## src/hw/rtl/ppw_pkg.sv

```systemverilog
// ----------------------------------------------------------------------------
// Projective point warp package
// Shared widths, register indexes, reset values and sideband types.
// ----------------------------------------------------------------------------
package ppw_pkg;

    localparam int COORD_FRAC_BITS = 16;
    localparam int COEF_FRAC_BITS  = 32;

    localparam int COORD_W   = 32;
    localparam int COEF_W    = 48;
    localparam int REG_COUNT = 8;
    localparam int REG_IDX_W = $clog2(REG_COUNT);

    // Coefficients are split into an unsigned low part and a signed high part.
    localparam int MUL_LO_W = 32;
    localparam int MUL_HI_W = COEF_W - MUL_LO_W;
    localparam int PROD_W   = COEF_W + COORD_W;
    localparam int ACC_W    = PROD_W + 3;
    localparam int NUM_W    = ACC_W + COORD_FRAC_BITS + 2;
    localparam int DEN_W    = ACC_W + 1;
    localparam int QUO_W    = COORD_W + 1;
    localparam int CMP_W    = DEN_W + QUO_W;
    localparam int PROD_N   = 6;

    localparam int MAC_LAT = 3;
    localparam int DIV_LAT = QUO_W + 4;

    typedef enum logic [REG_IDX_W-1:0] {
        REG_SCALE_XX = 3'd0,
        REG_SHEAR_XY = 3'd1,
        REG_SHIFT_X  = 3'd2,
        REG_SHEAR_YX = 3'd3,
        REG_SCALE_YY = 3'd4,
        REG_SHIFT_Y  = 3'd5,
        REG_PERSP_X  = 3'd6,
        REG_PERSP_Y  = 3'd7
    } ppw_reg_t;

    typedef logic [REG_COUNT-1:0][COEF_W-1:0] coef_bank_t;

    localparam logic [COEF_W-1:0] COEF_ONE  = COEF_W'(1) << COEF_FRAC_BITS;
    localparam logic [COEF_W-1:0] COEF_ZERO = '0;
    localparam logic signed [ACC_W-1:0] W_ONE =
        ACC_W'(1) << (COEF_FRAC_BITS + COORD_FRAC_BITS);

    // Identity matrix, highest register index first: only the two scale
    // entries (indexes 4 and 0) are one.
    localparam coef_bank_t COEF_RESET = {COEF_ZERO, COEF_ZERO, COEF_ZERO, COEF_ONE,
                                         COEF_ZERO, COEF_ZERO, COEF_ZERO, COEF_ONE};

    localparam logic [COORD_W-1:0] SAT_POS = {1'b0, {(COORD_W-1){1'b1}}};
    localparam logic [COORD_W-1:0] SAT_NEG = {1'b1, {(COORD_W-1){1'b0}}};

    typedef struct packed {
        logic poly_end;
        logic bad;
        logic neg_x;
        logic neg_y;
        logic ovf_x;
        logic ovf_y;
    } ppw_tag_t;

endpackage

```

## src/hw/rtl/ppw_cfg_regs.sv

```systemverilog
// ----------------------------------------------------------------------------
// Projective point warp coefficient registers
// Eight write-only matrix coefficients with their reset values.
// ----------------------------------------------------------------------------
module ppw_cfg_regs (
    input  logic                            aclk,
    input  logic                            aresetn,
    input  logic                            cfg_wr_en,
    input  logic [ppw_pkg::REG_IDX_W-1:0]   cfg_index,
    input  logic [ppw_pkg::COEF_W-1:0]      cfg_wr_data,
    output ppw_pkg::coef_bank_t             coefs
);

    ppw_pkg::coef_bank_t coef_reg;

    always_ff @(posedge aclk) begin
        if (!aresetn) begin
            coef_reg <= ppw_pkg::COEF_RESET;
        end else if (cfg_wr_en) begin
            coef_reg[cfg_index] <= cfg_wr_data;
        end
    end

    assign coefs = coef_reg;

endmodule

```

## config.mk

```make
export PLATFORM = sky130hd
export DESIGN_NAME = ppw_cfg_regs
export DESIGN_NICKNAME = d
export VERILOG_FILES = /design/src/hw/rtl/ppw_pkg.sv /design/src/hw/rtl/ppw_cfg_regs.sv
export SDC_FILE = /design/constraint.sdc
export NUM_CORES = 1
export LEC_CHECK = 0
export ABC_AREA = 1
export BUFFER_PORTS_ARGS = -buffer_cell sky130_fd_sc_hd__buf_2
export CORE_ASPECT_RATIO = 0.7
export CORE_MARGIN = 2
export CORE_UTILIZATION = 29
export CTS_CLUSTER_DIAMETER = 30
export CTS_CLUSTER_SIZE = 12
export DETAILED_ROUTE_END_ITERATION = 16
export PLACE_DENSITY = 0.56
export SLEW_MARGIN = 25
export SYNTH_ARGS = -nofsm -noshare
export SYNTH_HDL_FRONTEND = slang
export SYNTH_SLANG_ARGS = --single-unit
export TNS_END_PERCENT = 10
```

## constraint.sdc

```tcl
create_clock -name aclk -period 1.1 [get_ports aclk]
set_clock_uncertainty 0.1 [all_clocks]
set_input_delay 0 -clock aclk [delete_from_list [all_inputs] [get_ports aclk]]
set_output_delay 0 -clock aclk [all_outputs]
set_load 0.1 [all_outputs]
```

# Word-level counts from Yosys, hierarchy flattened

Cells that the tools add are included.

Register bits: 384
Input bits: 54

Order comparisons: 2
Mux-type cells: 3
Reduce and logical (&&, ||, !) cells: 1

Operator list:

| cell                 | count |
|---|---|
| $bwmux W384          | 1 |
| $demux W48 S3        | 1 |
| $mux W48             | 1 |
| $lt A3 B4 Y1 const B | 1 |
| $ge A3 B1 Y1 const B | 1 |
| $logic_and A1 B1 Y1  | 1 |

# Logic depth before layout (Yosys ltp)

Gate-level depths: netlist of the first run.

Word-level depth: 5
Depth in mapped cells: 7
Depth with buffers taken out: 5

# Least setup slack after synthesis of the first run

OpenSTA, ideal clock, no wires.

Path kind: flip-flop to flip-flop
From: register coef_reg, in the netlist coefs[0]
To: register coef_reg, in the netlist coefs[0]
Setup time: 0.065 ns
Arrival: 1.142 ns
Required time: 0.935 ns
Path slack: -0.207 ns
Stages on the path, launching flop included: 3
Path buffers: 0
Cells stage by stage: dfxtp_1 -> nor2_1 -> nor2_1

Longest elaborated chain between the ends: 1

RTL lines:

| item                              | RTL line           | RTL |
|---|---|---|
| from (decl)                       | ppw_cfg_regs.sv:14 | `ppw_pkg::coef_bank_t coef_reg;` |
| from (signal assigned)            | ppw_cfg_regs.sv:18 | `coef_reg <= ppw_pkg::COEF_RESET;` |
| from (signal, indexed assignment) | ppw_cfg_regs.sv:20 | `coef_reg[cfg_index] <= cfg_wr_data;` |
| $bwmux W384                       | ppw_cfg_regs.sv:20 |  |

Every way passes these cells.
A chain may end at the register's enable or synchronous reset.

# Worst setup path in the final report of the first run

From: register coef_reg, in the netlist coefs[267]
To: output coefs[267] (netlist bit)

RTL lines:

| item      | RTL line           | RTL |
|---|---|---|
| to (decl) | ppw_cfg_regs.sv:11 | `output ppw_pkg::coef_bank_t coefs` |

No word-level cell between the ends.

==> results.md, run 1 <==
- Outcome: finished, violations left
- Part of the cycle the worst path needs: 114.8%
- Die Footprint: 53010 um^2
- Logic pwr share: 17.5%
- GR Overflow Total: 0
- Initial antenna violation count: 1
- Max stage delay on crit path: 0.36 ns
- Switching share of power: 29.93%
- FP Rows: 69
- Post-synthesis cell type count: 11
- TritonCTS Buffers: 80
- Area Overhead vs Synth: 92.35%
- Worst Setup SP: coefs[267]
- Clock sink count: 384
- Global Route Usage Sum: 22.35%
- Most common cell after layout, fill and taps aside: nor2_1
- Post-layout util: 56.31%
- Startpoint types: register
- Power share of the clock group: 52.2%
- Rel. slew slack: 67.56%
- Ratio of cells with drive above 1 in the final layout: 39.37%
- Hold Buf Count CTS: 57
- Commonest non-fill, non-tap cells in the layout: nor2_1, nand2_1, buf_12
- Net Switching: 14760 uW
- Io pins: 438
- Leak pwr: 0.01203 uW
- Max-slew violation count: 0
- Failing checks: negative hold slack, negative setup slack
- Hold Crit Class: input pin to register
- Largest register FFs: 384
- Final Non-Filler Cells: 3408
- Post-route DRC: 0
- Post-synthesis sequential area ratio: 51.82%
- Core area: 50680 um^2
- FMAX: 792.1 MHz
- Max Cap Violations: 0
- Internal Pwr Total: 34570 uW
- Initial Utilization: 29.27%
- #FFs+latches synth: 384
- Number of port buffers: 437
- Yosys warning count: 0
- Initial DRT Pass Iterations: 6
- CTS tree: built
- Worst-margin pin slew: 0.4861 ns
- Die Height: 193.2 um
- DR WL/cell: 17.68 um
- Worst IR drop on VDD: 1.521 mV
- Bufs and invs on worst path: 1
- Fillcell total: 4223
- RD Place Congestion: 0.8337
- Clock Path Buffers: 3
- Worst hold start: cfg_index[1]
- Tmin final: 1.262 ns
- Worst setup EP type: output port
- Vias in the first global route: 15650
- Post-layout nets: 2720
- RSZ-0062 raised after global routing: true
- Final hold slack: -0.1293 ns
- Metal3 WL: 5.974 mm
- Final ANT Viol Nets: 0
- WL final: 60.26 mm
- Fin Setup TNS: -50.66 ns
- Power Dens Cells: 1729 nW/um^2
- Delay-heaviest family, CP: flip-flops
- Post-synthesis net count: 2205
- Top Metal Used: met4
- Post-route cell area: 28540 um^2
- Metal-1 WL: 24.08 mm
- Via Count: 16060
- First-pass GRT wire length: 91.80 mm
- CP required: 1.00 ns
- Largest net degree at the start of global routing: 93
- Drt via density: 4.712
- Setup Crit Path Kind: register to output port
- Sequential share of power: 30.3%
- Area post-placement: 24410 um^2
- # setup viols final: 385
- Worst setup margin: -0.1624 ns
- Met2 WL: 27.92 mm
- Fin. Hold Viols: 153
- Crit path DAT: 1.16 ns
- CP Max Fanout: 2
- Placed Cells: 3200
- Worst-skew pair later-pin latency: 0.61 ns
- Max stage delay cell, worst path: dfxtp_2
- HPWL after DPL: 40.77 mm
- Clk root buf: clkbuf_16
- Critical path cell sequence: buf_12
- Synth Instances: 2151
- Detailed Route Iter0 Violations: 1202
- Synthesized area: 14840 um^2
- Worst r2r src: coefs[78]
- Clock Pin Slew Worst Setup and Hold Paths: 0.06 ns
- Die Wd: 274.3 um
- H-tree Lvls: 3
- Avg Inst Size Synth: 6.897 um^2
cells in the mapped netlist:
master | number | share of area, %
inv_1 | 53 | 1.3
nand3_1 | 336 | 11
buf_1 | 25 | 0.63
nor2_2 | 3 | 0.13
nor2_1 | 773 | 20
buf_4 | 4 | 0.20
nand2_1 | 442 | 11
dfxtp_1 | 384 | 52
inv_2 | 1 | 0.025
clkbuf_1 | 72 | 1.8
buf_2 | 58 | 2.0
power groups by stage:
stage          clock network, uW  registers, uW  logic, uW
4_1_cts                    26100          15000       8630
2_1_floorplan                  0          18400       1740
6_report                   25700          15000       8640
5_1_grt                    26800          15000       9020
3_5_place_dp                   0          15300       8430
3_3_place_gp                   0          15300       8360
cells by family (layout without fill, tap and decap cells):
kind of cell | count (synthesis) | after routing | share of synthesized area, %
and+or+nand+nor | 1554 | 1554 | 42.20
DFF | 384 | 384 | 51.82
other | 0 | 1 | 0
buffers and inverters | 213 | 795 | 5.980
routing by layer:
layer / vias up / GRT usage, %
met4: 0 / 9.501
li1: 7732 / -
met5: - / 0
met1: 7487 / 26.86
met3: 139 / 8.143
met2: 701 / 35.90
cell type report:
class / count / area [um^2] / area share (%)
Timing Repair Buffer: 592 / 9883 / 34.63
Sequential cell: 384 / 8363 / 29.31
Multi-Input combinational cell: 1554 / 6344 / 22.23
Clock buffer: 96 / 2152 / 7.542
Tap cell: 674 / 843.3 / 2.955
Clock inverter: 53 / 743.2 / 2.604
Inverter: 54 / 205.2 / 0.7191
Antenna cell: 1 / 2.502 / 0.008769
what timing repair did:
action                                  4_1_cts  5_1_grt
endpoints found under the setup margin      384      404
endpoints found under the hold margin       384      135
cloned                                        0        0
resized for setup                           381       53
setup buffers                                 1        0
through the flow:
| stage | worst slack, ns | power (uW) |
|---|---|---|
| finish | -0.1624 | 49330 |
| detailed placement | -0.2188 | 23700 |
| global placement | -0.2059 | 23620 |
| CTS | -0.2072 | 49810 |
| floorplan | -0.2068 | 20180 |
| global route | -0.2138 | 50860 |
worst paths after layout:
kind / slack (ns) / cells after the start / end
worst max-delay path: -0.16 / 1 / coefs[267]
worst min-delay path: -0.13 / 6 / coefs[245]
worst max register to register: 0.28 / 3 / coefs[78]
worst min register to register: 0.39 / 2 / coefs[32]
(Power assumes the default switching activity.)
==> run 2: changes to the inputs <==
==> constraint.sdc (replaced) <==
create_clock -name aclk -period 1.1 [get_ports aclk]
set_clock_uncertainty 0.1 [all_clocks]
set_input_delay 0.055 -clock aclk [delete_from_list [all_inputs] [get_ports aclk]]
set_output_delay 0.055 -clock aclk [all_outputs]
set_load 0.1 [all_outputs]
==> run 2 against run 1 <==
Against the previous run: the run still ends with negative hold slack, negative setup slack left; setup slack lost 0.042 ns; non-clock buffer count is 11 lower; register-to-register slack is essentially flat; wire length down 0.58%; sequential cell count unchanged.
==> results.md, run 2 (synthesized netlist as in run 1, its figures left out) <==
- Outcome: finished, violations left
- Failing checks: negative hold slack, negative setup slack
- Number of port buffers: 437 (unchanged)
- Post-route DRC: 0 (unchanged)
- Met2 WL: 27.80 mm (-0.44%)
- Max-slew violation count: 0 (unchanged)
- Initial DRT Pass Iterations: 6 (unchanged)
- Core area: 50680 um^2 (unchanged)
- Bufs and invs on worst path: 1 (unchanged)
- Worst-margin pin slew: 0.4636 ns (-0.02254 ns)
- Delay-heaviest family, CP: flip-flops
- Post-route cell area: 28130 um^2 (-1.4%)
- FMAX: 766.5 MHz (-3.2%)
- Worst setup EP type: output port
- Clk root buf: clkbuf_16
- RD Place Congestion: 0.8409 (+0.86%)
- Area Overhead vs Synth: 89.62%
- GR Overflow Total: 0 (unchanged)
- TritonCTS Buffers: 75 (-6.3%)
- Global Route Usage Sum: 22.34% (about the same)
- Die Height: 193.2 um (unchanged)
- RSZ-0062 raised after global routing: true
- Max stage delay on crit path: 0.38 ns (+0.02 ns)
- Largest register FFs: 384 (unchanged)
- Fin. Hold Viols: 10 (-93%)
- Hold Buf Count CTS: 50 (-12%)
- R2r setup slk: 0.27 ns (about the same)
- R2r worst-path depth: 3 (unchanged)
- Rel. slew slack: 69.06% (+1.5 points)
- Setup WS pre-CTS: -0.2797 ns (-0.06090 ns)
- Clock Path Buffers: 3 (unchanged)
- Vias in the first global route: 15990 (+2.2%)
- Final hold slack: -0.03136 ns (+0.09796 ns)
- Drt via density: 4.741 (+0.62%)
- Max Cap Violations: 0 (unchanged)
- First-pass GRT wire length: 92.11 mm (+0.34%)
- Metal-1 WL: 23.92 mm (-0.66%)
- Leak pwr: 0.01177 uW (-2.2%)
- # setup viols final: 384 (-0.26%)
- Post-layout nets: 2704 (-0.59%)
- H-tree Lvls: 3 (unchanged)
- Die Footprint: 53010 um^2 (unchanged)
- Crit path DAT: 1.15 ns (about the same)
- CP required: 0.94 ns (-0.06 ns)
- CP Max Fanout: 2 (unchanged)
- CTS tree: built
- WP depth: 1 (unchanged)
- Number of diodes: 0 (-1)
- Placed Cells: 3196 (-0.13%)
- Top Metal Used: met4
- Worst IR drop on VDD: 1.152 mV (-24%)
- Final ANT Viol Nets: 0 (unchanged)
- Detailed Route Iter0 Violations: 1274 (+6.0%)
- Max stage delay cell, worst path: dfxtp_4
- Worst r2r src: coefs[324]
- Initial Utilization: 29.27% (unchanged)
- WL final: 59.91 mm (-0.58%)
- Clock Pin Slew Worst Setup and Hold Paths: 0.05 ns (about the same)
- Power Dens Cells: 1662 nW/um^2 (-3.8%)
- FF-to-FF End: coefs[324]
- Tmin final: 1.305 ns (+0.04226 ns)
- Via Count: 16040 (-0.12%)
- Final Non-Filler Cells: 3383 (-0.73%)
- Commonest non-fill, non-tap cells in the layout: nor2_1, nand2_1, buf_12
- Worst-skew pair later-pin latency: 0.59 ns (-0.02 ns)
- Worst hold start: cfg_index[1]
- Part of the cycle the worst path needs: 118.6% (+3.8 points)
- Critical path cell sequence: buf_12
- Largest net degree at the start of global routing: 90 (-3.2%)
- Metal3 WL: 5.898 mm (-1.3%)
- Hold path depth: 6 (unchanged)
- Ratio of cells with drive above 1 in the final layout: 39.20% (-0.17 points)
- WHS Endpoint: coefs[244]
- FP Rows: 69 (unchanged)
- Hold Crit Class: input pin to register
- HPWL after DPL: 40.88 mm (+0.26%)
- Io pins: 438 (unchanged)
- Clock sink count: 384 (unchanged)
- Fillcell total: 4230 (+0.17%)
- Area post-placement: 24410 um^2 (about the same)
- Worst setup margin: -0.2046 ns (-0.04226 ns)
- Die Wd: 274.3 um (unchanged)
- Initial antenna violation count: 0 (-1)
- Startpoint types: register
- Most common cell after layout, fill and taps aside: nor2_1
- DR WL/cell: 17.71 um (+0.15%)
- Setup Crit Path Kind: register to output port
-- run 2: area by class of cell --
type                    instances  area (um^2)  area share, %
multi-input cells            1554         6344          22.55
clock inverters                43        485.5          1.726
repair buffers                581         9792          34.81
flip-flops and latches        384         8343          29.66
clock buffers                  93         2118          7.530
well taps                     674        843.3          2.998
inverters                      54        205.2         0.7294
-- run 2: per-layer routing --
metal,up-vias,track usage [%]
li1,7691,-
met1,7451,27.02
met2,761,35.60
met3,137,7.696
met4,0,10.35
met5,-,0
-- run 2: worst max-delay path by stage --
stage                 startpoint    endpoint  slack, ns
finish                coefs[326]  coefs[326]      -0.20
floorplan             coefs[134]  coefs[134]      -0.21
detailed placement  cfg_index[2]   coefs[47]      -0.28
global route          coefs[326]  coefs[326]      -0.25
CTS                   coefs[326]  coefs[326]      -0.26
global placement    cfg_index[2]   coefs[43]      -0.27
-- run 2: what timing repair did --
action | in CTS | in global routing
endpoints found under the hold margin | 384 | 2
gates resized for setup | 374 | 42
endpoints found under the setup margin | 384 | 390
setup buffers | 1 | 1
-- run 2: power breakdown --
group	internal (uW)	leakage (uW)	switching, uW	total, uW
logic	2940	0.00719	5680	8620
registers	14400	0.00332	554	15000
clock network	15200	0.00126	7970	23200
total	32600	0.0118	14200	46800
-- run 2: through the flow --
step / util [%] / TNS [ns] / power [uW]
6_report: 55.51 / -64.85 / 46760
5_1_grt: 55.51 / -83.42 / 48290
4_1_cts: 55.31 / -83.24 / 47180
3_5_place_dp: 48.17 / -72.25 / 23710
3_3_place_gp: 48.17 / -65.02 / 23630
2_1_floorplan: - / -71.55 / 20180
==> run 3: changes to the inputs <==
CORE_MARGIN = unset   (was 2)
==> run 3 against run 2 <==
Against the previous run: the run still ends with negative hold slack, negative setup slack left; highest routed layer is now met5; critical endpoint is now coefs[288]; sequential cell count is the same; power grew 5.4%; clock power grew 10%; combinational power grew 0.8%; core utilization grew 1.5 points; via count grew 0.75%; first-iteration DRC count grew 3.5%; critical path type unchanged; setup slack lost 0.044 ns; hold slack lost 0.041 ns; sequential power is essentially flat.
==> results.md, run 3 (synthesized netlist as in run 1, its figures left out) <==
- Outcome: finished, violations left
- Failing checks: negative hold slack, negative setup slack
- Power Dens Cells: 1733 nW/um^2 (+4.3%)
- Ratio of cells with drive above 1 in the final layout: 39.50% (+0.30 points)
- Worst-margin pin slew: 0.4640 ns (+0.0004104 ns)
- Part of the cycle the worst path needs: 122.6% (+4.0 points)
- Worst IR drop on VDD: 1.368 mV (+19%)
- Clk root buf: clkbuf_16
- Global Route Usage Sum: 23.05% (+0.71 points)
- Number of diodes: 0 (unchanged)
- Max-slew violation count: 0 (unchanged)
- Max stage delay cell, worst path: dfxtp_4
- Worst setup margin: -0.2491 ns (-0.04441 ns)
- Fin. Hold Viols: 17 (+7)
- GR Overflow Total: 0 (unchanged)
- RSZ-0062 raised after global routing: true
- DR WL/cell: 18.00 um (+1.7%)
- CP Max Fanout: 2 (unchanged)
- Post-route DRC: 0 (unchanged)
- Max Cap Violations: 0 (unchanged)
- Io pins: 438 (unchanged)
- Number of port buffers: 437 (unchanged)
- TritonCTS Buffers: 79 (+5.3%)
- Hold Crit Class: input pin to register
- Die Wd: 272.3 um (-0.73%)
- Clock Pin Slew Worst Setup and Hold Paths: 0.05 ns (about the same)
- Area post-placement: 24420 um^2 (about the same)
- Area Overhead vs Synth: 91.73%
- Initial antenna violation count: 2 (+2)
- Worst-skew pair later-pin latency: 0.61 ns (+0.02 ns)
- Final hold slack: -0.07206 ns (-0.04070 ns)
- First-pass GRT wire length: 92.20 mm (about the same)
- Post-layout nets: 2719 (+0.55%)
- Footprint of the multi-input gates: 6344 um^2 (unchanged)
- WL final: 61.11 mm (+2.0%)
- FMAX: 741.3 MHz (-3.3%)
- # setup viols final: 384 (unchanged)
- Clock sink count: 384 (unchanged)
- RD Place Congestion: 0.8256 (-1.8%)
- Hold path depth: 6 (unchanged)
- Delay-heaviest family, CP: flip-flops
- Startpoint types: register
- H-tree Lvls: 3 (unchanged)
- Largest net degree at the start of global routing: 69 (-23%)
- Tmin final: 1.349 ns (+0.04441 ns)
- CP required: 0.94 ns (about the same)
- Detailed Route Iter0 Violations: 1319 (+3.5%)
- Bufs and invs on worst path: 1 (unchanged)
- Drt via density: 4.762 (+0.43%)
- Initial Utilization: 29.76% (+0.48 points)
- Largest register FFs: 384 (unchanged)
- Die Height: 191.2 um (-1.0%)
- Post-route cell area: 28440 um^2 (+1.1%)
- Die Footprint: 52080 um^2 (-1.8%)
- Max stage delay on crit path: 0.39 ns (about the same)
- Vias in the first global route: 15870 (-0.81%)
- Crit path DAT: 1.19 ns (+0.04 ns)
- WP depth: 1 (unchanged)
- Final ANT Viol Nets: 0 (unchanged)
- Critical path cell sequence: buf_12
- Clock Path Buffers: 3 (unchanged)
- R2r worst-path depth: 3 (unchanged)
- Core area: 49860 um^2 (-1.6%)
- Most common cell after layout, fill and taps aside: nor2_1
- Worst setup EP type: output port
- Setup Crit Path Kind: register to output port
- HPWL after DPL: 41.43 mm (+1.4%)
- Fin Setup TNS: -75.34 ns (-10.48 ns)
- Leak pwr: 0.01198 uW (+1.8%)
- Via Count: 16160 (+0.75%)
- Rel. slew slack: 69.03% (about the same)
- Initial DRT Pass Iterations: 5 (-1)
- Commonest non-fill, non-tap cells in the layout: nor2_1, nand2_1, buf_12
- Seq. cell area: 8313 um^2 (-0.36%)
- Hold Buf Count CTS: 50 (unchanged)
- FP Rows: 68 (-1.4%)
- CTS tree: built
- Fillcell total: 4219 (-0.26%)
## run 3: cell types whose count changed in the layout (fill, tap and decap cells not counted), moves of 3 or more
| cell | delta |
|---|---|
| dfxtp_2 | +12 |
| buf_4 | +13 |
| clkbuf_1 | +3 |
| buf_12 | -3 |
| clkinv_2 | +4 |
| clkinv_16 | +5 |
| dfxtp_4 | -12 |
| bufinv_16 | +7 |
| inv_6 | -4 |
| clkinvlp_4 | -4 |
## run 3: power breakdown
group / internal (uW) / switching [uW]
Clock: 17100 / 8550
Combinational: 2960 / 5740
Sequential: 14400 / 549
## run 3: stage by stage
step	util [%]	std cells	power, uW	worst slack, ns	hold slack, ns
after detailed placement	48.97	3194	23740	-0.3759	0.2018
after global routing	57.05	3394	50890	-0.2913	-0.05932
after floorplan	-	2151	20180	-0.2068	0.06822
after CTS	56.78	3389	49740	-0.2886	-0.1145
after global placement	48.97	3194	23640	-0.3098	0.1878
final	57.05	3394	49310	-0.2491	-0.07206
## run 3: layout make-up
class	count	share of cell area [%]
clock inverter	50	2.749
timing repair buffer	592	34.60
sequential	384	29.22
tap	665	2.925
multi-input combinational	1554	22.30
clock buffer	95	7.478
inverter	54	0.7214
## run 3: path summary, 6_finish.rpt
| check | startpoint | end | slack [ns] |
|---|---|---|---|
| setup / recovery | coefs[288] | coefs[288] | -0.25 |
| hold / removal | cfg_index[0] | coefs[0] | -0.07 |
| hold reg to reg | coefs[224] | coefs[224] | 0.40 |
| setup reg to reg | coefs[53] | coefs[53] | 0.27 |
## run 3: what timing repair did
| item | 4_1_cts | 5_1_grt |
|---|---|---|
| gates cloned | 0 | 0 |
| pin swaps | 0 | 0 |
| hold endpoints to repair | 384 | 15 |
| setup buffers | 0 | 5 |
| resized for setup | 365 | 40 |
| setup endpoints to repair | 384 | 390 |
## run 3: worst register-to-register path: cells and delay by family (launching register included)
family	cells	cell delay, ns
buf+inv	1	0.13
flops	1	0.35
simple gates	2	0.15
## run 3: metal layers
metal / wire (um) / vias up / track usage, %
met1: 25180 / 7578 / 28.35
met3: 6244 / 136 / 8.491
met2: 27610 / 702 / 36.10
met4: 2050 / 4 / 9.853
met5: 27 / - / 0
li1: - / 7741 / -
